## src/sv/rbw_pkg.sv

```systemverilog
`default_nettype none
// ----------------------------------------------------------------------------
// rbw_pkg
// Shared types and constants of the IR beam window receiver: item layouts,
// configuration set, controller states and the control/status bundles.
// ----------------------------------------------------------------------------
package rbw_pkg;

    localparam int ADC_BITS      = 12;
    localparam int TIMER_BITS    = 16;
    localparam int SUM_BITS      = 28;
    localparam int TALLY_BITS    = 16;
    localparam int RUN_BITS      = 4;
    localparam int CFG_IDX_BITS  = 3;
    localparam int CFG_DATA_BITS = 16;
    localparam int DIV_CNT_BITS  = $clog2(SUM_BITS);

    localparam logic [ADC_BITS-1:0]   ADC_FULL_SCALE = {ADC_BITS{1'b1}};
    localparam logic [ADC_BITS-1:0]   ADC_MAX_VALID  = ADC_FULL_SCALE - ADC_BITS'(2);
    localparam logic [TALLY_BITS-1:0] TALLY_MAX      = {TALLY_BITS{1'b1}};

    // Register indexes of the configuration port
    localparam logic [CFG_IDX_BITS-1:0] CFG_ON_THRESHOLD      = 3'd0;
    localparam logic [CFG_IDX_BITS-1:0] CFG_HYST_WIDTH        = 3'd1;
    localparam logic [CFG_IDX_BITS-1:0] CFG_HYST_ENABLE       = 3'd2;
    localparam logic [CFG_IDX_BITS-1:0] CFG_INTERVAL_TICKS    = 3'd3;
    localparam logic [CFG_IDX_BITS-1:0] CFG_WINDOW_TICKS      = 3'd4;
    localparam logic [CFG_IDX_BITS-1:0] CFG_CONFIRM_WINDOWS   = 3'd5;
    localparam logic [CFG_IDX_BITS-1:0] CFG_LOST_WINDOWS      = 3'd6;
    localparam logic [CFG_IDX_BITS-1:0] CFG_FIRST_IMMEDIATE   = 3'd7;

    typedef struct packed {
        logic                sync_edge;
        logic                sample_valid;
        logic [ADC_BITS-1:0] adc_sample;
    } tick_t;

    typedef struct packed {
        logic                  light_on;
        logic                  synced;
        logic                  window_open;
        logic                  window_done;
        logic [ADC_BITS-1:0]   window_average;
        logic [TALLY_BITS-1:0] counted_samples;
        logic                  window_ok;
        logic                  overrun;
    } result_t;

    typedef struct packed {
        logic [ADC_BITS-1:0]   on_threshold;
        logic [ADC_BITS-1:0]   hysteresis_width;
        logic                  hysteresis_enable;
        logic [TIMER_BITS-1:0] interval_ticks;
        logic [TIMER_BITS-1:0] window_ticks;
        logic [RUN_BITS-1:0]   confirm_windows;
        logic [RUN_BITS-1:0]   lost_windows;
        logic                  first_window_immediate;
    } cfg_t;

    typedef enum logic [1:0] {
        S_IDLE,
        S_CHECK,
        S_DIV,
        S_COMMIT
    } ctrl_state_t;

    typedef struct packed {
        logic load;
        logic accumulate;
        logic div_start;
        logic div_step;
        logic commit;
    } dp_cmd_t;

    typedef struct packed {
        logic need_div;
        logic div_last;
        logic out_free;
    } dp_status_t;

endpackage : rbw_pkg
`default_nettype wire

```

## src/sv/rbw_cfg.sv

```systemverilog
`default_nettype none
// ----------------------------------------------------------------------------
// rbw_cfg
// Configuration register set, written through a plain indexed write port.
// ----------------------------------------------------------------------------
module rbw_cfg (
    input  wire logic                                clk,
    input  wire logic                                rst_n,
    input  wire logic                                cfg_we,
    input  wire logic [rbw_pkg::CFG_IDX_BITS-1:0]    cfg_index,
    input  wire logic [rbw_pkg::CFG_DATA_BITS-1:0]   cfg_data,
    output rbw_pkg::cfg_t                            cfg
);
    import rbw_pkg::*;

    cfg_t cfg_reg;
    cfg_t cfg_next;

    always_comb
    begin
        cfg_next = cfg_reg;
        if (cfg_we)
        begin
            case (cfg_index)
                CFG_ON_THRESHOLD:    cfg_next.on_threshold      = cfg_data[ADC_BITS-1:0];
                CFG_HYST_WIDTH:      cfg_next.hysteresis_width  = cfg_data[ADC_BITS-1:0];
                CFG_HYST_ENABLE:     cfg_next.hysteresis_enable = cfg_data[0];
                CFG_INTERVAL_TICKS:  cfg_next.interval_ticks    = cfg_data[TIMER_BITS-1:0];
                CFG_WINDOW_TICKS:    cfg_next.window_ticks      = cfg_data[TIMER_BITS-1:0];
                CFG_CONFIRM_WINDOWS: cfg_next.confirm_windows   = cfg_data[RUN_BITS-1:0];
                CFG_LOST_WINDOWS:    cfg_next.lost_windows      = cfg_data[RUN_BITS-1:0];
                CFG_FIRST_IMMEDIATE: cfg_next.first_window_immediate = cfg_data[0];
                default:             cfg_next = cfg_reg;
            endcase
        end
    end

    always_ff @(posedge clk or negedge rst_n)
    begin
        if (!rst_n)
        begin
            cfg_reg.on_threshold           <= ADC_BITS'(200);
            cfg_reg.hysteresis_width       <= ADC_BITS'(120);
            cfg_reg.hysteresis_enable      <= 1'b1;
            cfg_reg.interval_ticks         <= TIMER_BITS'(1000);
            cfg_reg.window_ticks           <= TIMER_BITS'(40);
            cfg_reg.confirm_windows        <= RUN_BITS'(3);
            cfg_reg.lost_windows           <= RUN_BITS'(3);
            cfg_reg.first_window_immediate <= 1'b0;
        end
        else
        begin
            cfg_reg <= cfg_next;
        end
    end

    assign cfg = cfg_reg;

endmodule : rbw_cfg
`default_nettype wire

```

## src/sv/rbw_div.sv

```systemverilog
`default_nettype none
// ----------------------------------------------------------------------------
// rbw_div
// Restoring divider for the window average, one quotient bit per step.
// ----------------------------------------------------------------------------
module rbw_div (
    input  wire logic                              clk,
    input  wire logic                              rst_n,
    input  wire logic                              start,
    input  wire logic                              step,
    input  wire logic [rbw_pkg::SUM_BITS-1:0]      dividend,
    input  wire logic [rbw_pkg::TALLY_BITS-1:0]    divisor,
    output logic      [rbw_pkg::SUM_BITS-1:0]      quotient,
    output logic                                   last
);
    import rbw_pkg::*;

    logic [SUM_BITS-1:0]     quot_reg, quot_next;
    logic [TALLY_BITS-1:0]   rem_reg, rem_next;
    logic [TALLY_BITS-1:0]   dvs_reg, dvs_next;
    logic [DIV_CNT_BITS-1:0] cnt_reg, cnt_next;
    logic [TALLY_BITS:0]     shifted;
    logic [TALLY_BITS:0]     diff;
    logic                    ge;

    assign shifted = {rem_reg, quot_reg[SUM_BITS-1]};
    assign ge      = shifted >= {1'b0, dvs_reg};
    assign diff    = shifted - {1'b0, dvs_reg};

    always_comb
    begin
        quot_next = quot_reg;
        rem_next  = rem_reg;
        dvs_next  = dvs_reg;
        cnt_next  = cnt_reg;
        if (start)
        begin
            quot_next = dividend;
            rem_next  = '0;
            dvs_next  = divisor;
            cnt_next  = DIV_CNT_BITS'(SUM_BITS - 1);
        end
        else if (step)
        begin
            // shift in one dividend bit, subtract where the divisor fits
            quot_next = {quot_reg[SUM_BITS-2:0], ge};
            rem_next  = ge ? diff[TALLY_BITS-1:0] : shifted[TALLY_BITS-1:0];
            if (cnt_reg != '0)
            begin
                cnt_next = cnt_reg - DIV_CNT_BITS'(1);
            end
        end
    end

    always_ff @(posedge clk or negedge rst_n)
    begin
        if (!rst_n)
        begin
            cnt_reg <= '0;
        end
        else
        begin
            cnt_reg <= cnt_next;
        end
    end

    always_ff @(posedge clk)
    begin
        quot_reg <= quot_next;
        rem_reg  <= rem_next;
        dvs_reg  <= dvs_next;
    end

    assign quotient = quot_reg;
    assign last     = cnt_reg == '0;

endmodule : rbw_div
`default_nettype wire

```

## src/sv/rbw_ctrl.sv

```systemverilog
`default_nettype none
// ----------------------------------------------------------------------------
// rbw_ctrl
// Sequencer for one tick: load, accumulate, optional divide, commit.
// ----------------------------------------------------------------------------
module rbw_ctrl (
    input  wire logic                  clk,
    input  wire logic                  rst_n,
    input  wire logic                  tick_valid,
    output logic                       tick_ready,
    input  rbw_pkg::dp_status_t        status,
    output rbw_pkg::dp_cmd_t           cmd
);
    import rbw_pkg::*;

    ctrl_state_t state_reg, state_next;

    always_ff @(posedge clk or negedge rst_n)
    begin
        if (!rst_n)
        begin
            state_reg <= S_IDLE;
        end
        else
        begin
            state_reg <= state_next;
        end
    end

    always_comb
    begin
        state_next = state_reg;
        cmd        = '0;
        tick_ready = 1'b0;
        case (state_reg)
            S_IDLE:
            begin
                tick_ready = 1'b1;
                if (tick_valid)
                begin
                    cmd.load   = 1'b1;
                    state_next = S_CHECK;
                end
            end
            S_CHECK:
            begin
                cmd.accumulate = 1'b1;
                if (status.need_div)
                begin
                    cmd.div_start = 1'b1;
                    state_next    = S_DIV;
                end
                else
                begin
                    state_next = S_COMMIT;
                end
            end
            S_DIV:
            begin
                cmd.div_step = 1'b1;
                if (status.div_last)
                begin
                    state_next = S_COMMIT;
                end
            end
            S_COMMIT:
            begin
                // hold until the output register can take the result
                if (status.out_free)
                begin
                    cmd.commit = 1'b1;
                    state_next = S_IDLE;
                end
            end
            default:
            begin
                state_next = S_IDLE;
            end
        endcase
    end

endmodule : rbw_ctrl
`default_nettype wire

```

## src/sv/rbw_dp.sv

```systemverilog
`default_nettype none
// ----------------------------------------------------------------------------
// rbw_dp
// Datapath: sync/interval/window state, sample accumulation, hysteresis
// verdict, run counters and the output register.
// ----------------------------------------------------------------------------
module rbw_dp (
    input  wire logic              clk,
    input  wire logic              rst_n,
    input  rbw_pkg::cfg_t          cfg,
    input  rbw_pkg::tick_t         tick,
    input  rbw_pkg::dp_cmd_t       cmd,
    output rbw_pkg::dp_status_t    status,
    output rbw_pkg::result_t       result,
    output logic                   result_valid,
    input  wire logic              result_ready
);
    import rbw_pkg::*;

    tick_t                 tick_reg, tick_next;
    result_t               result_reg, result_next;
    logic                  result_valid_reg, result_valid_next;

    logic                  synced_reg, synced_next;
    logic [TIMER_BITS-1:0] ic_reg, ic_next;
    logic                  active_reg, active_next;
    logic [TIMER_BITS-1:0] wc_reg, wc_next;
    logic [SUM_BITS-1:0]   sum_reg, sum_next;
    logic [TALLY_BITS-1:0] tally_reg, tally_next;
    logic                  lvl_reg, lvl_next;
    logic [RUN_BITS-1:0]   good_reg, good_next;
    logic [RUN_BITS-1:0]   bad_reg, bad_next;
    logic                  light_reg, light_next;
    logic                  close_reg, close_next;

    logic                  acc_en;
    logic                  take;
    logic [SUM_BITS:0]     sum_wide;
    logic [SUM_BITS-1:0]   sum_acc;
    logic [TALLY_BITS-1:0] tally_acc;
    logic [TIMER_BITS-1:0] wc_inc;
    logic                  close_acc;
    logic [TALLY_BITS-1:0] tally_upd;

    logic [SUM_BITS-1:0]   quotient;
    logic                  div_last;
    logic [ADC_BITS-1:0]   avg_close;
    logic [ADC_BITS-1:0]   off_thr;

    rbw_div u_div (
        .clk      (clk),
        .rst_n    (rst_n),
        .start    (cmd.div_start),
        .step     (cmd.div_step),
        .dividend (sum_next),
        .divisor  (tally_next),
        .quotient (quotient),
        .last     (div_last)
    );

    // accumulation step of the window
    assign acc_en    = synced_reg && active_reg;
    assign take      = tick_reg.sample_valid && (tick_reg.adc_sample < ADC_MAX_VALID);
    assign sum_wide  = {1'b0, sum_reg} + (SUM_BITS + 1)'(tick_reg.adc_sample);
    assign sum_acc   = sum_wide[SUM_BITS] ? {SUM_BITS{1'b1}} : sum_wide[SUM_BITS-1:0];
    assign tally_acc = (tally_reg == TALLY_MAX) ? tally_reg : tally_reg + TALLY_BITS'(1);
    assign wc_inc    = wc_reg + TIMER_BITS'(1);
    assign close_acc = acc_en && (wc_inc >= cfg.window_ticks);
    assign tally_upd = take ? tally_acc : tally_reg;

    assign avg_close = (tally_reg == '0) ? ADC_FULL_SCALE : quotient[ADC_BITS-1:0];
    assign off_thr   = (cfg.on_threshold > cfg.hysteresis_width)
                     ? cfg.on_threshold - cfg.hysteresis_width : '0;

    always_comb
    begin
        logic ok;
        logic blocked;
        logic over;

        ok      = 1'b0;
        blocked = 1'b0;
        over    = 1'b0;

        tick_next         = cmd.load ? tick : tick_reg;
        result_next       = result_reg;
        result_valid_next = result_valid_reg && !result_ready;
        synced_next       = synced_reg;
        ic_next           = ic_reg;
        active_next       = active_reg;
        wc_next           = wc_reg;
        sum_next          = sum_reg;
        tally_next        = tally_reg;
        lvl_next          = lvl_reg;
        good_next         = good_reg;
        bad_next          = bad_reg;
        light_next        = light_reg;
        close_next        = close_reg;

        if (cmd.accumulate)
        begin
            close_next = close_acc;
            if (acc_en)
            begin
                wc_next = wc_inc;
                if (take)
                begin
                    sum_next   = sum_acc;
                    tally_next = tally_acc;
                end
            end
        end

        if (cmd.commit)
        begin
            if (!synced_reg)
            begin
                if (tick_reg.sync_edge)
                begin
                    synced_next = 1'b1;
                    ic_next     = '0;
                    active_next = cfg.first_window_immediate;
                    wc_next     = '0;
                    sum_next    = '0;
                    tally_next  = '0;
                    good_next   = '0;
                    bad_next    = '0;
                    lvl_next    = 1'b0;
                end
            end
            else
            begin
                if (close_reg)
                begin
                    active_next = 1'b0;
                    // on/off verdict, with hysteresis when enabled
                    if (!cfg.hysteresis_enable)
                    begin
                        ok = (avg_close < ADC_MAX_VALID) && (avg_close >= cfg.on_threshold);
                    end
                    else if (avg_close >= ADC_MAX_VALID)
                    begin
                        lvl_next = 1'b0;
                        ok       = 1'b0;
                    end
                    else
                    begin
                        if (!lvl_reg)
                        begin
                            lvl_next = avg_close >= cfg.on_threshold;
                        end
                        else
                        begin
                            lvl_next = !(avg_close <= off_thr);
                        end
                        ok = lvl_next;
                    end
                    // run counters
                    if (ok)
                    begin
                        bad_next  = '0;
                        good_next = (good_reg < cfg.confirm_windows)
                                  ? good_reg + RUN_BITS'(1) : good_reg;
                        if (good_next >= cfg.confirm_windows)
                        begin
                            light_next = 1'b1;
                        end
                    end
                    else
                    begin
                        good_next = '0;
                        bad_next  = (bad_reg < cfg.lost_windows)
                                  ? bad_reg + RUN_BITS'(1) : bad_reg;
                        if (bad_next >= cfg.lost_windows)
                        begin
                            // drop to blocked and unsynced
                            blocked     = 1'b1;
                            good_next   = '0;
                            bad_next    = '0;
                            synced_next = 1'b0;
                            ic_next     = '0;
                            active_next = 1'b0;
                            wc_next     = '0;
                            sum_next    = '0;
                            tally_next  = '0;
                            lvl_next    = 1'b0;
                            light_next  = 1'b0;
                        end
                    end
                end
                if (!blocked)
                begin
                    ic_next = ic_reg + TIMER_BITS'(1);
                    if (ic_next >= cfg.interval_ticks)
                    begin
                        ic_next = '0;
                        if (active_next)
                        begin
                            over = 1'b1;
                        end
                        else
                        begin
                            active_next = 1'b1;
                            wc_next     = '0;
                            sum_next    = '0;
                            tally_next  = '0;
                        end
                    end
                end
            end

            result_next.light_on        = light_next;
            result_next.synced          = synced_next;
            result_next.window_open     = active_next;
            result_next.window_done     = synced_reg && close_reg;
            result_next.window_average  = (synced_reg && close_reg) ? avg_close : '0;
            result_next.counted_samples = (synced_reg && close_reg) ? tally_reg : '0;
            result_next.window_ok       = ok;
            result_next.overrun         = over;
            result_valid_next           = 1'b1;
        end
    end

    always_ff @(posedge clk or negedge rst_n)
    begin
        if (!rst_n)
        begin
            result_valid_reg <= 1'b0;
            synced_reg       <= 1'b0;
            ic_reg           <= '0;
            active_reg       <= 1'b0;
            wc_reg           <= '0;
            sum_reg          <= '0;
            tally_reg        <= '0;
            lvl_reg          <= 1'b0;
            good_reg         <= '0;
            bad_reg          <= '0;
            light_reg        <= 1'b0;
            close_reg        <= 1'b0;
        end
        else
        begin
            result_valid_reg <= result_valid_next;
            synced_reg       <= synced_next;
            ic_reg           <= ic_next;
            active_reg       <= active_next;
            wc_reg           <= wc_next;
            sum_reg          <= sum_next;
            tally_reg        <= tally_next;
            lvl_reg          <= lvl_next;
            good_reg         <= good_next;
            bad_reg          <= bad_next;
            light_reg        <= light_next;
            close_reg        <= close_next;
        end
    end

    always_ff @(posedge clk)
    begin
        tick_reg   <= tick_next;
        result_reg <= result_next;
    end

    assign status.need_div = close_acc && (tally_upd != '0);
    assign status.div_last = div_last;
    assign status.out_free = !result_valid_reg || result_ready;
    assign result          = result_reg;
    assign result_valid    = result_valid_reg;

endmodule : rbw_dp
`default_nettype wire

```

## src/sv/ir_beam_window_receiver.sv

```systemverilog
`default_nettype none
// Timing: a tick's result is registered at commit, after the load and check states,
//   with the divide state in between when its window closes with counted samples
//   (serial divider, one quotient bit per cycle over the 28-bit sample sum).
// Flow: a new tick is taken only once the previous one is committed;
//   the next tick is taken while the previous result waits in the output register.
// Reset (rst_n, async, active low): unsynced, light off, all counters cleared,
//   configuration back to its defaults, no result pending.
// ----------------------------------------------------------------------------
// ir_beam_window_receiver
// Synchronous beam window detector with hysteresis: one tick item in, one
// result item out, windows timed from a sync edge.
// ----------------------------------------------------------------------------
module ir_beam_window_receiver (
    input  wire logic                                clk,
    input  wire logic                                rst_n,
    // tick items
    input  wire logic                                tick_valid,
    output logic                                     tick_ready,
    input  rbw_pkg::tick_t                           tick,
    // result items
    output logic                                     result_valid,
    input  wire logic                                result_ready,
    output rbw_pkg::result_t                         result,
    // configuration writes
    input  wire logic                                cfg_we,
    input  wire logic [rbw_pkg::CFG_IDX_BITS-1:0]    cfg_index,
    input  wire logic [rbw_pkg::CFG_DATA_BITS-1:0]   cfg_data
);
    import rbw_pkg::*;

    cfg_t       cfg;
    dp_cmd_t    cmd;
    dp_status_t status;

    // Configuration registers; to be written only while no item is in flight (the block does not enforce this).
    rbw_cfg u_cfg (
        .clk       (clk),
        .rst_n     (rst_n),
        .cfg_we    (cfg_we),
        .cfg_index (cfg_index),
        .cfg_data  (cfg_data),
        .cfg       (cfg)
    );

    // Sequencer: idle -> check (accumulate) -> divide when needed -> commit.
    // Commit waits for the output register, so a stalled consumer only holds
    // the tick after the one whose result is pending.
    rbw_ctrl u_ctrl (
        .clk        (clk),
        .rst_n      (rst_n),
        .tick_valid (tick_valid),
        .tick_ready (tick_ready),
        .status     (status),
        .cmd        (cmd)
    );

    // Datapath: timers, window accumulator, divider, verdict and run counters.
    // The result register is loaded at commit; its valid flag drops when taken.
    rbw_dp u_dp (
        .clk          (clk),
        .rst_n        (rst_n),
        .cfg          (cfg),
        .tick         (tick),
        .cmd          (cmd),
        .status       (status),
        .result       (result),
        .result_valid (result_valid),
        .result_ready (result_ready)
    );

endmodule : ir_beam_window_receiver
`default_nettype wire

```

## config.mk

```make
export PLATFORM = sky130hd
export DESIGN_NAME = ir_beam_window_receiver
export DESIGN_NICKNAME = d
export VERILOG_FILES = /design/src/sv/rbw_pkg.sv /design/src/sv/rbw_cfg.sv /design/src/sv/rbw_div.sv /design/src/sv/rbw_ctrl.sv /design/src/sv/rbw_dp.sv /design/src/sv/ir_beam_window_receiver.sv
export SDC_FILE = /design/constraint.sdc
export NUM_CORES = 1
export LEC_CHECK = 0
export CAP_MARGIN = 40
export CORE_ASPECT_RATIO = 0.8
export CORE_MARGIN = 2
export CORE_UTILIZATION = 70
export DETAILED_ROUTE_END_ITERATION = 10
export DONT_BUFFER_PORTS = 1
export GPL_TIMING_DRIVEN = 0
export PLACE_DENSITY = 0.86
export SKIP_LAST_GASP = 1
export SLEW_MARGIN = 40
export SYNTH_ARGS = -nofsm -noshare
export SYNTH_HDL_FRONTEND = slang
export SYNTH_SLANG_ARGS = --single-unit
export TNS_END_PERCENT = 20
```

## constraint.sdc

```tcl
create_clock -name clk -period 10.9 [get_ports clk]
set_input_delay 1.09 -clock clk [delete_from_list [all_inputs] [get_ports clk]]
set_output_delay 1.09 -clock clk [all_outputs]
set_load 0.05 [all_outputs]
```

==> Implementation_results.wiki, run 1 <==
{| class="wikitable"
! Metric !! Value
|-
| Largest cells by area after synthesis || sky130_fd_sc_hd__dfrtp_1, sky130_fd_sc_hd__edfxtp_1, sky130_fd_sc_hd__ha_1
|-
| Total grt overflow || 0
|-
| Worst max-slew margin expressed relative to the limit || 46.8%
|-
| Critical path's slowest cell || sky130_fd_sc_hd__clkbuf_1
|-
| Std-Cell Core Area || 0.0225 mm²
|-
| Fin nets || 1786
|-
| Dominant register cell in the synthesized netlist || sky130_fd_sc_hd__dfrtp_1
|-
| Logic depth of the worst path, buffers included || 21
|-
| Number of design rule violations left after detail routing || 0
|-
| Worst Setup Slack post-DPL || 5080 ps
|-
| Element type at the critical path end || register
|-
| Die width || 173 µm
|-
| Number of design-rule violations left by the first detailed-router iteration || 1443
|-
| Number of maximum-capacitance violations || 0
|-
| Path class of the lowest-slack min-delay path || primary input to async pin
|-
| First-pass iteration count of the detailed router || 5
|-
| Std-Cell Rows || 49
|-
| Max FFs per register || 66
|-
| Count of filler cells inserted in the layout || 1509
|-
| Source-to-sink clock delay at the later pin of the worst-skew pair || 550 ps
|-
| Netlist area before placement || 0.0161 mm²
|-
| Delay contributed by the slowest stage of the critical path || 540 ps
|-
| Maximum number of pins on one net before global-route repair || 164
|-
| Final count of hold timing violations || 0
|-
| Number of enable-type register cells in the synthesized netlist || 92
|-
| Synth Warn # || 0
|-
| Portion of the post-synthesis area used by sequential elements || 44.8%
|-
| VDD IR-drop max || 179 µV
|-
| Via-to-Cell Ratio || 6.56
|-
| Post-CTS setup buffer count || 0
|-
| HPWL after detailed placement || 28.5 mm
|-
| Final TNS setup || 0 ps
|-
| Fin crit share || 54.9%
|-
| Period minus WS final || 5990 ps
|-
| PD cells || 298 mW/mm²
|-
| Average wire per standard cell || 20.7 µm
|-
| Overall die height || 139 µm
|-
| Area of the multi-input gates || 0.00819 mm²
|-
| Worst hold slack || 242 ps
|-
| CTS tree || done
|-
| LEAKAGE || 7.74 nW
|-
| Total of cells resized after clock tree synthesis || 0
|-
| Wire length of the first global-routing pass || 65.1 mm
|-
| Number of register bits inferred by synthesis || 271
|-
| Share of async-settable or async-resettable flops after synthesis || 60.1%
|-
| Antenna Violating Nets Remaining || 0
|-
| Register cell area after layout || 0.00719 mm²
|-
| WP data arrival || 6240 ps
|-
| Inserted Clock Buffers || 27
|-
| Maximum clock path buffer count || 3
|-
| GR Util All Layers || 33.5%
|-
| Transition at the pin with the smallest max-transition slack || 797 ps
|-
| Number of port buffers || 0
|-
| Deepest level of the CTS H-tree || 1
|-
| Status || complete, no violations
|-
| Ratio of cells with drive above 1 in the final layout || 10.6%
|-
| Classification of the worst setup path || register to register
|-
| Clock skew || 12.0 ps
|-
| Count of final setup violators || 0
|-
| Area overhead of the layout relative to synthesis || 8.24%
|-
| CTS Sinks || 271
|-
| Post-cts hold buffer count || 0
|-
| Count of distinct cell types in the synthesized netlist || 78
|-
| Placer's final routability congestion estimate || 0.982
|-
| Worst path cell trace || inv_1, ha_1, fa_1, nor2b_1, o21ai_0, a21oi_1, o21ai_0, a21oi_1, a211oi_1, nor2_1, nand3b_1, ha_1, a21oi_1, a211oi_1, or4b_1, and4b_1, clkbuf_1, o311a_1, nor2_1, clkbuf_1, nor3_1
|-
| Die footprint || 0.0242 mm²
|-
| Net count after synthesis || 1757
|-
| Yosys top cell area share || 22.3%
|-
| WP data required || 11150 ps
|-
| Critical path's most frequent cell || sky130_fd_sc_hd__a21oi_1
|-
| Max-slew violation count || 0
|-
| Final WL || 40.3 mm
|-
| CP Launch Type || register
|-
| Critical path buffer and inverter count || 3
|-
| Via count of the first global-routing pass || 12420
|-
| Synthesized netlist cell count || 1594
|-
| Setup slack of the critical path after layout || 4910 ps
|-
| Antenna violations before repair || 1
|-
| Average instance area after synthesis || 10.1 µm²
|-
| Clock transition at path regs || 60 ps
|-
| Crit path max-delay family || simple AND/OR/NAND/NOR gates
|-
| Cell type with the largest total area after synthesis || sky130_fd_sc_hd__dfrtp_1
|-
| Number of top-level pins || 74
|-
| Setup repair after global routing missed its margin || no
|-
| Library cell used as clock root buffer || sky130_fd_sc_hd__clkbuf_16
|-
| Initial core utilization || 71.3%
|-
| Worst-case reg-to-reg path depth || 21
|-
| Fmax || 167 MHz
|-
| Total via count in the routed design || 12795
|-
| Peak fanout along the critical path || 10
|}
==> cell type report <==
| cell class | count | area share (%) |
|---|---|---|
| diodes | 1 | 0.0144 |
| plain buffers | 63 | 1.71 |
| clock buffers | 33 | 4.19 |
| clock inverters | 17 | 0.979 |
| inverters | 112 | 2.42 |
| multi-input cells | 1148 | 47.1 |
| flip-flops and latches | 271 | 41.4 |
| well taps | 306 | 2.20 |
==> metal layers <==
layer | track usage (%) | vias up | wire (µm)
li1 | - | 5782 | -
met1 | 47.9 | 6205 | 17000
met2 | 51.8 | 673 | 18200
met3 | 6.67 | 135 | 3810
met4 | 11.2 | 0 | 1330
met5 | 0 | - | 0
==> placed cells by master, fill, tap and decap left out, drive strengths merged, types with 18 or more instances in the layout <==
| master | instances |
|---|---|
| nand2 | 154 |
| dfrtp | 143 |
| ha | 122 |
| inv | 113 |
| nor2 | 108 |
| o21ai | 97 |
| edfxtp | 92 |
| clkbuf | 78 |
| a21oi | 74 |
| mux2 | 61 |
| xnor2 | 54 |
| xor2 | 41 |
| nand3 | 41 |
| and3 | 39 |
| nand4 | 32 |
| nor3 | 32 |
| a21o | 27 |
| mux2i | 26 |
| nand2b | 20 |
| dfstp | 20 |
| and2 | 18 |
| buf | 18 |
==> per-stage QoR <==
step | area (µm²) | cells | power [mW] | utilization (%)
2_1_floorplan | 16100 | 1594 | 3.52 | -
3_3_place_gp | 16400 | 1900 | 3.99 | 73.0
3_5_place_dp | 16400 | 1900 | 4.14 | 73.1
4_1_cts | 17300 | 1950 | 5.11 | 77.1
5_1_grt | 17400 | 1951 | 5.50 | 77.2
6_report | 17400 | 1951 | 5.18 | 77.2
==> power by group <==
| part | leakage [nW] | internal [mW] | switching [mW] |
|---|---|---|---|
| Sequential | 3.04 | 1.47 | 0.407 |
| Clock | 0.434 | 0.547 | 0.404 |
| Combinational | 4.27 | 0.959 | 1.40 |
| Total | 7.74 | 2.97 | 2.21 |
==> cells by family (layout without fill, tap and decap cells) <==
kind of cell	after synthesis	in the layout	share of synthesized area [%]
xor+xnor	95	95	5.18
buf+inv	175	225	4.47
other cells	0	1	0
flops	271	271	44.8
fa+ha+maj	125	125	9.88
simple gates	524	524	16.4
compound gates	317	317	12.8
mux	87	87	6.51
==> path summary, 6_finish.rpt <==
kind,startpoint,end,slack (ps)
min in group clk,u_cfg.cfg[38],u_cfg.cfg[38],510
min reg2reg,u_cfg.cfg[38],u_cfg.cfg[38],510
min,rst_n,u_cfg.cfg[8],240
max reg2reg,u_cfg.cfg[54],u_dp.u_div.dvs_reg[13],4910
max,u_cfg.cfg[54],u_dp.u_div.dvs_reg[13],4910
max in group asynchronous,rst_n,u_cfg.cfg[12],10360
==> cell usage after synthesis (5+ instances only) <==
cell type / count
sky130_fd_sc_hd__a211oi_1: 16
sky130_fd_sc_hd__a31oi_1: 8
sky130_fd_sc_hd__nand2b_1: 20
sky130_fd_sc_hd__mux2_2: 35
sky130_fd_sc_hd__ha_1: 122
sky130_fd_sc_hd__nand4_1: 31
sky130_fd_sc_hd__a211o_1: 5
sky130_fd_sc_hd__mux2_4: 26
sky130_fd_sc_hd__xor2_1: 41
sky130_fd_sc_hd__a22o_1: 11
sky130_fd_sc_hd__nor2b_1: 13
sky130_fd_sc_hd__or2_2: 13
sky130_fd_sc_hd__a21oi_1: 73
sky130_fd_sc_hd__and4_1: 10
sky130_fd_sc_hd__a32oi_1: 7
sky130_fd_sc_hd__nand3b_1: 5
sky130_fd_sc_hd__nand3_1: 41
sky130_fd_sc_hd__a22oi_1: 8
sky130_fd_sc_hd__a311oi_1: 5
sky130_fd_sc_hd__a21o_1: 27
sky130_fd_sc_hd__dfxtp_1: 16
sky130_fd_sc_hd__buf_6: 5
sky130_fd_sc_hd__clkbuf_1: 44
sky130_fd_sc_hd__o211ai_1: 7
sky130_fd_sc_hd__o22ai_1: 6
sky130_fd_sc_hd__dfrtp_1: 143
sky130_fd_sc_hd__nor2_1: 108
sky130_fd_sc_hd__or3_1: 7
sky130_fd_sc_hd__and2_1: 18
sky130_fd_sc_hd__mux2i_1: 26
sky130_fd_sc_hd__nor4_1: 15
sky130_fd_sc_hd__inv_1: 112
sky130_fd_sc_hd__o21ai_0: 94
sky130_fd_sc_hd__edfxtp_1: 92
sky130_fd_sc_hd__nand4b_1: 5
sky130_fd_sc_hd__nand2_1: 154
sky130_fd_sc_hd__xnor2_1: 54
sky130_fd_sc_hd__o31ai_1: 6
sky130_fd_sc_hd__dfstp_2: 20
sky130_fd_sc_hd__buf_2: 11
sky130_fd_sc_hd__nor3_1: 31
sky130_fd_sc_hd__and3_1: 39
No activity file was read; power rests on OpenSTA's default activity.
==> run 2: changes to the inputs <==
--- a/config.mk
+++ b/config.mk
@@ -8,11 +8,11 @@
 export CAP_MARGIN = 40
 export CORE_ASPECT_RATIO = 0.8
 export CORE_MARGIN = 2
-export CORE_UTILIZATION = 70
+export CORE_UTILIZATION = 65
 export DETAILED_ROUTE_END_ITERATION = 10
 export DONT_BUFFER_PORTS = 1
 export GPL_TIMING_DRIVEN = 0
-export PLACE_DENSITY = 0.86
+export PLACE_DENSITY = 0.81
 export SKIP_LAST_GASP = 1
 export SLEW_MARGIN = 40
 export SYNTH_ARGS = -nofsm -noshare
==> constraint.sdc (replaced) <==
create_clock -name clk -period 5.7 [get_ports clk]
set_input_delay 0.57 -clock clk [delete_from_list [all_inputs] [get_ports clk]]
set_output_delay 0.57 -clock clk [all_outputs]
set_load 0.05 [all_outputs]
==> run 2 against run 1 <==
Sequential cell count is the same. Count of clock-buffer cells in the layout is 10 higher. Largest power group unchanged. Critical endpoint is now u_dp.u_div.dvs_reg[0]. Core utilization down 5.1 points.
==> Implementation_results.wiki, run 2 (same netlist as run 1, synthesis figures left out) <==
{| class="wikitable"
! Metric !! Value
|-
| Internal Power || 5.70 mW (+92%)
|-
| Final core utilization || 72.1% (-5.1 points)
|-
| Placed Instances || 1912 (+0.63%)
|-
| Switching power || 4.22 mW (+91%)
|-
| Period minus WS final || 5410 ps (-573 ps)
|-
| Std-Cell Core Area || 0.0243 mm² (+8.1%)
|-
| Proportion of power drawn by flip-flops and latches || 36.0% (-0.2 points)
|-
| Status || complete, no violations
|-
| Worst hold slack || 107 ps (-135 ps)
|-
| Fin crit share || 95.0% (+40 points)
|-
| Number of port buffers || 0 (unchanged)
|-
| Relative contribution of the clock network to total power || 18.2% (about the same)
|-
| Cell area after placement || 0.0165 mm² (about the same)
|-
| Total grt overflow || 0 (unchanged)
|-
| Number of design-rule violations left by the first detailed-router iteration || 1275 (-12%)
|-
| LEAKAGE || 7.81 nW (+0.96%)
|-
| Wire length of the first global-routing pass || 61.7 mm (-5.3%)
|-
| CTS tree || done
|-
| Source-to-sink clock delay at the later pin of the worst-skew pair || 560 ps (about the same)
|-
| Final antenna diode count || 0 (-1)
|-
| Via-to-Cell Ratio || 6.32 (-3.6%)
|-
| CP Launch Type || register
|-
| Design Area, Final || 0.0175 mm² (+0.96%)
|-
| Overall die height || 145 µm (+3.7%)
|-
| Switching part of the total power || 42.5% (-0.092 points)
|-
| Max-slew violation count || 0 (unchanged)
|-
| Transition at the pin with the smallest max-transition slack || 800 ps (+2.77 ps)
|-
| Number of top-level pins || 74 (unchanged)
|-
| Final count of hold timing violations || 0 (unchanged)
|-
| Die footprint || 0.0260 mm² (+7.5%)
|-
| VDD IR-drop max || 323 µV (+80%)
|-
| Number of design rule violations left after detail routing || 0 (unchanged)
|-
| Startpoint of the worst-slack reg-to-reg timing path || u_cfg.cfg[54]
|-
| Via count of the first global-routing pass || 11892 (-4.3%)
|-
| Clock skew || 10.4 ps (-1.60 ps)
|-
| Die width || 180 µm (+3.7%)
|-
| Path class of the lowest-slack min-delay path || primary input to register
|-
| Inserted Clock Buffers || 28 (+3.7%)
|-
| Library cell used as clock root buffer || sky130_fd_sc_hd__clkbuf_16
|-
| Element type at the critical path end || register
|-
| WP data required || 5980 ps (-5170 ps)
|-
| Final WL || 39.0 mm (-3.2%)
|-
| Launching element of the worst setup path || u_cfg.cfg[54]
|-
| Total via count in the routed design || 12456 (-2.6%)
|-
| Deepest level of the CTS H-tree || 1 (unchanged)
|-
| PD cells || 566 mW/mm² (+90%)
|-
| Worst max-slew margin expressed relative to the limit || 46.7% (-0.11 points)
|-
| Average wire per standard cell || 19.8 µm (-4.2%)
|-
| First-pass iteration count of the detailed router || 5 (unchanged)
|-
| Fmax || 185 MHz (+11%)
|-
| Max FFs per register || 66 (unchanged)
|-
| CTS Sinks || 271 (unchanged)
|-
| Peak fanout along the critical path || 10 (unchanged)
|-
| Antenna Violating Nets Remaining || 0 (unchanged)
|-
| GR Util All Layers || 29.7% (-3.8 points)
|-
| Std-Cell Rows || 51 (+4.1%)
|-
| Count of filler cells inserted in the layout || 1737 (+15%)
|-
| Commonest cells after routing, fill and taps aside || sky130_fd_sc_hd__nand2_1, sky130_fd_sc_hd__dfrtp_1, sky130_fd_sc_hd__ha_1
|-
| Most common cell after layout, fill and taps aside || sky130_fd_sc_hd__nand2_1
|-
| Placer's final routability congestion estimate || 0.923 (-6.0%)
|-
| Setup repair after global routing missed its margin || no
|-
| Classification of the worst setup path || register to register
|-
| Area overhead of the layout relative to synthesis || 9.28%
|-
| Antenna violations before repair || 0 (-1)
|-
| Maximum clock path buffer count || 3 (unchanged)
|-
| Start point of the worst hold path || tick[1]
|-
| Clock transition at path regs || 60 ps (about the same)
|-
| WP data arrival || 5700 ps (-540 ps)
|-
| Non-Filler Instances || 1971 (+1.0%)
|-
| Initial core utilization || 66.0% (-5.3 points)
|-
| Combinational cell fraction of total power || 45.8% (+0.3 points)
|-
| Maximum number of pins on one net before global-route repair || 164 (unchanged)
|-
| Count of final setup violators || 0 (unchanged)
|-
| Ratio of cells with drive above 1 in the final layout || 11.4% (+0.79 points)
|-
| Number of maximum-capacitance violations || 0 (unchanged)
|-
| Fin nets || 1794 (+0.45%)
|-
| HPWL after detailed placement || 28.0 mm (-1.8%)
|}
-- run 2: per-stage QoR --
| step | total power [mW] | setup TNS, ps | worst slack [ps] |
|---|---|---|---|
| 2_1_floorplan | 6.74 | 0 | 765 |
| 3_3_place_gp | 7.69 | -322 | -115 |
| 3_5_place_dp | 7.90 | -5700 | -260 |
| 4_1_cts | 9.79 | 0 | 39.7 |
| 5_1_grt | 10.6 | 0 | 32.1 |
| 6_report | 9.93 | 0 | 285 |
-- run 2: metal layers --
layer | GRT usage (%) | up-vias | part of all wire (%)
met5 | 1.33 | - | 0.061
met4 | 9.54 | 2 | 2.7
met3 | 6.09 | 86 | 7.6
met2 | 44.9 | 491 | 44
met1 | 43.1 | 6075 | 46
li1 | - | 5802 | -
-- run 2: critical path: stages, from the launching register on --
cell                       delay (ps)
sky130_fd_sc_hd__dfrtp_1          370
sky130_fd_sc_hd__inv_1             60
sky130_fd_sc_hd__ha_1             200
sky130_fd_sc_hd__fa_1             400
sky130_fd_sc_hd__nor2b_1          120
sky130_fd_sc_hd__o21ai_0          110
sky130_fd_sc_hd__a21oi_1          200
sky130_fd_sc_hd__o21ai_0          160
sky130_fd_sc_hd__a21oi_2          280
sky130_fd_sc_hd__a211oi_2         170
sky130_fd_sc_hd__or3_1            380
sky130_fd_sc_hd__ha_1             290
sky130_fd_sc_hd__nor2b_1          140
sky130_fd_sc_hd__o211ai_1         170
sky130_fd_sc_hd__a211oi_1          90
sky130_fd_sc_hd__or4b_1           540
sky130_fd_sc_hd__and4b_1          320
sky130_fd_sc_hd__o311a_1          420
sky130_fd_sc_hd__nor2_2           260
sky130_fd_sc_hd__clkbuf_2         330
sky130_fd_sc_hd__nor2_1           140
-- run 2: power by group through the flow --
stage	sequential, mW	combinational, mW	clock (mW)
global placement	3.56	4.12	0
CTS	3.55	4.41	1.83
detailed placement	3.58	4.32	0
floorplan	3.40	3.34	0
finish	3.57	4.55	1.80
global route	3.64	5.02	1.91
-- run 2: cell type report --
class	count	area (µm²)	area share (%)
multi-input cells	1148	8210	46.8
clock inverters	9	93.8	0.535
clock buffers	43	807	4.60
inverters	112	420	2.40
plain buffers	62	304	1.73
repair buffers	8	123	0.699
flip-flops and latches	271	7190	41.0
well taps	318	398	2.27
-- run 2: final timing paths --
kind,endpoint,slack (ps),cells past startpoint
setup / recovery,u_dp.u_div.dvs_reg[0],290,20
hold / removal,u_dp.tick_reg[1],110,0
setup reg to reg,u_dp.u_div.dvs_reg[0],290,20
hold reg to reg,u_dp.ic_reg[15],500,2
max in group asynchronous,u_dp.ic_reg[13],4230,3
min in group asynchronous,u_dp.bad_reg[3],620,2
-- run 2: timing repair --
item                                   CTS  global route
gates resized for setup                  5             9
buffers inserted                         0             4
endpoints found under the hold margin  163            41
pin swaps                                1             3
hold buffers                             1             1
gates cloned                             0             0
setup endpoints to repair               76           106
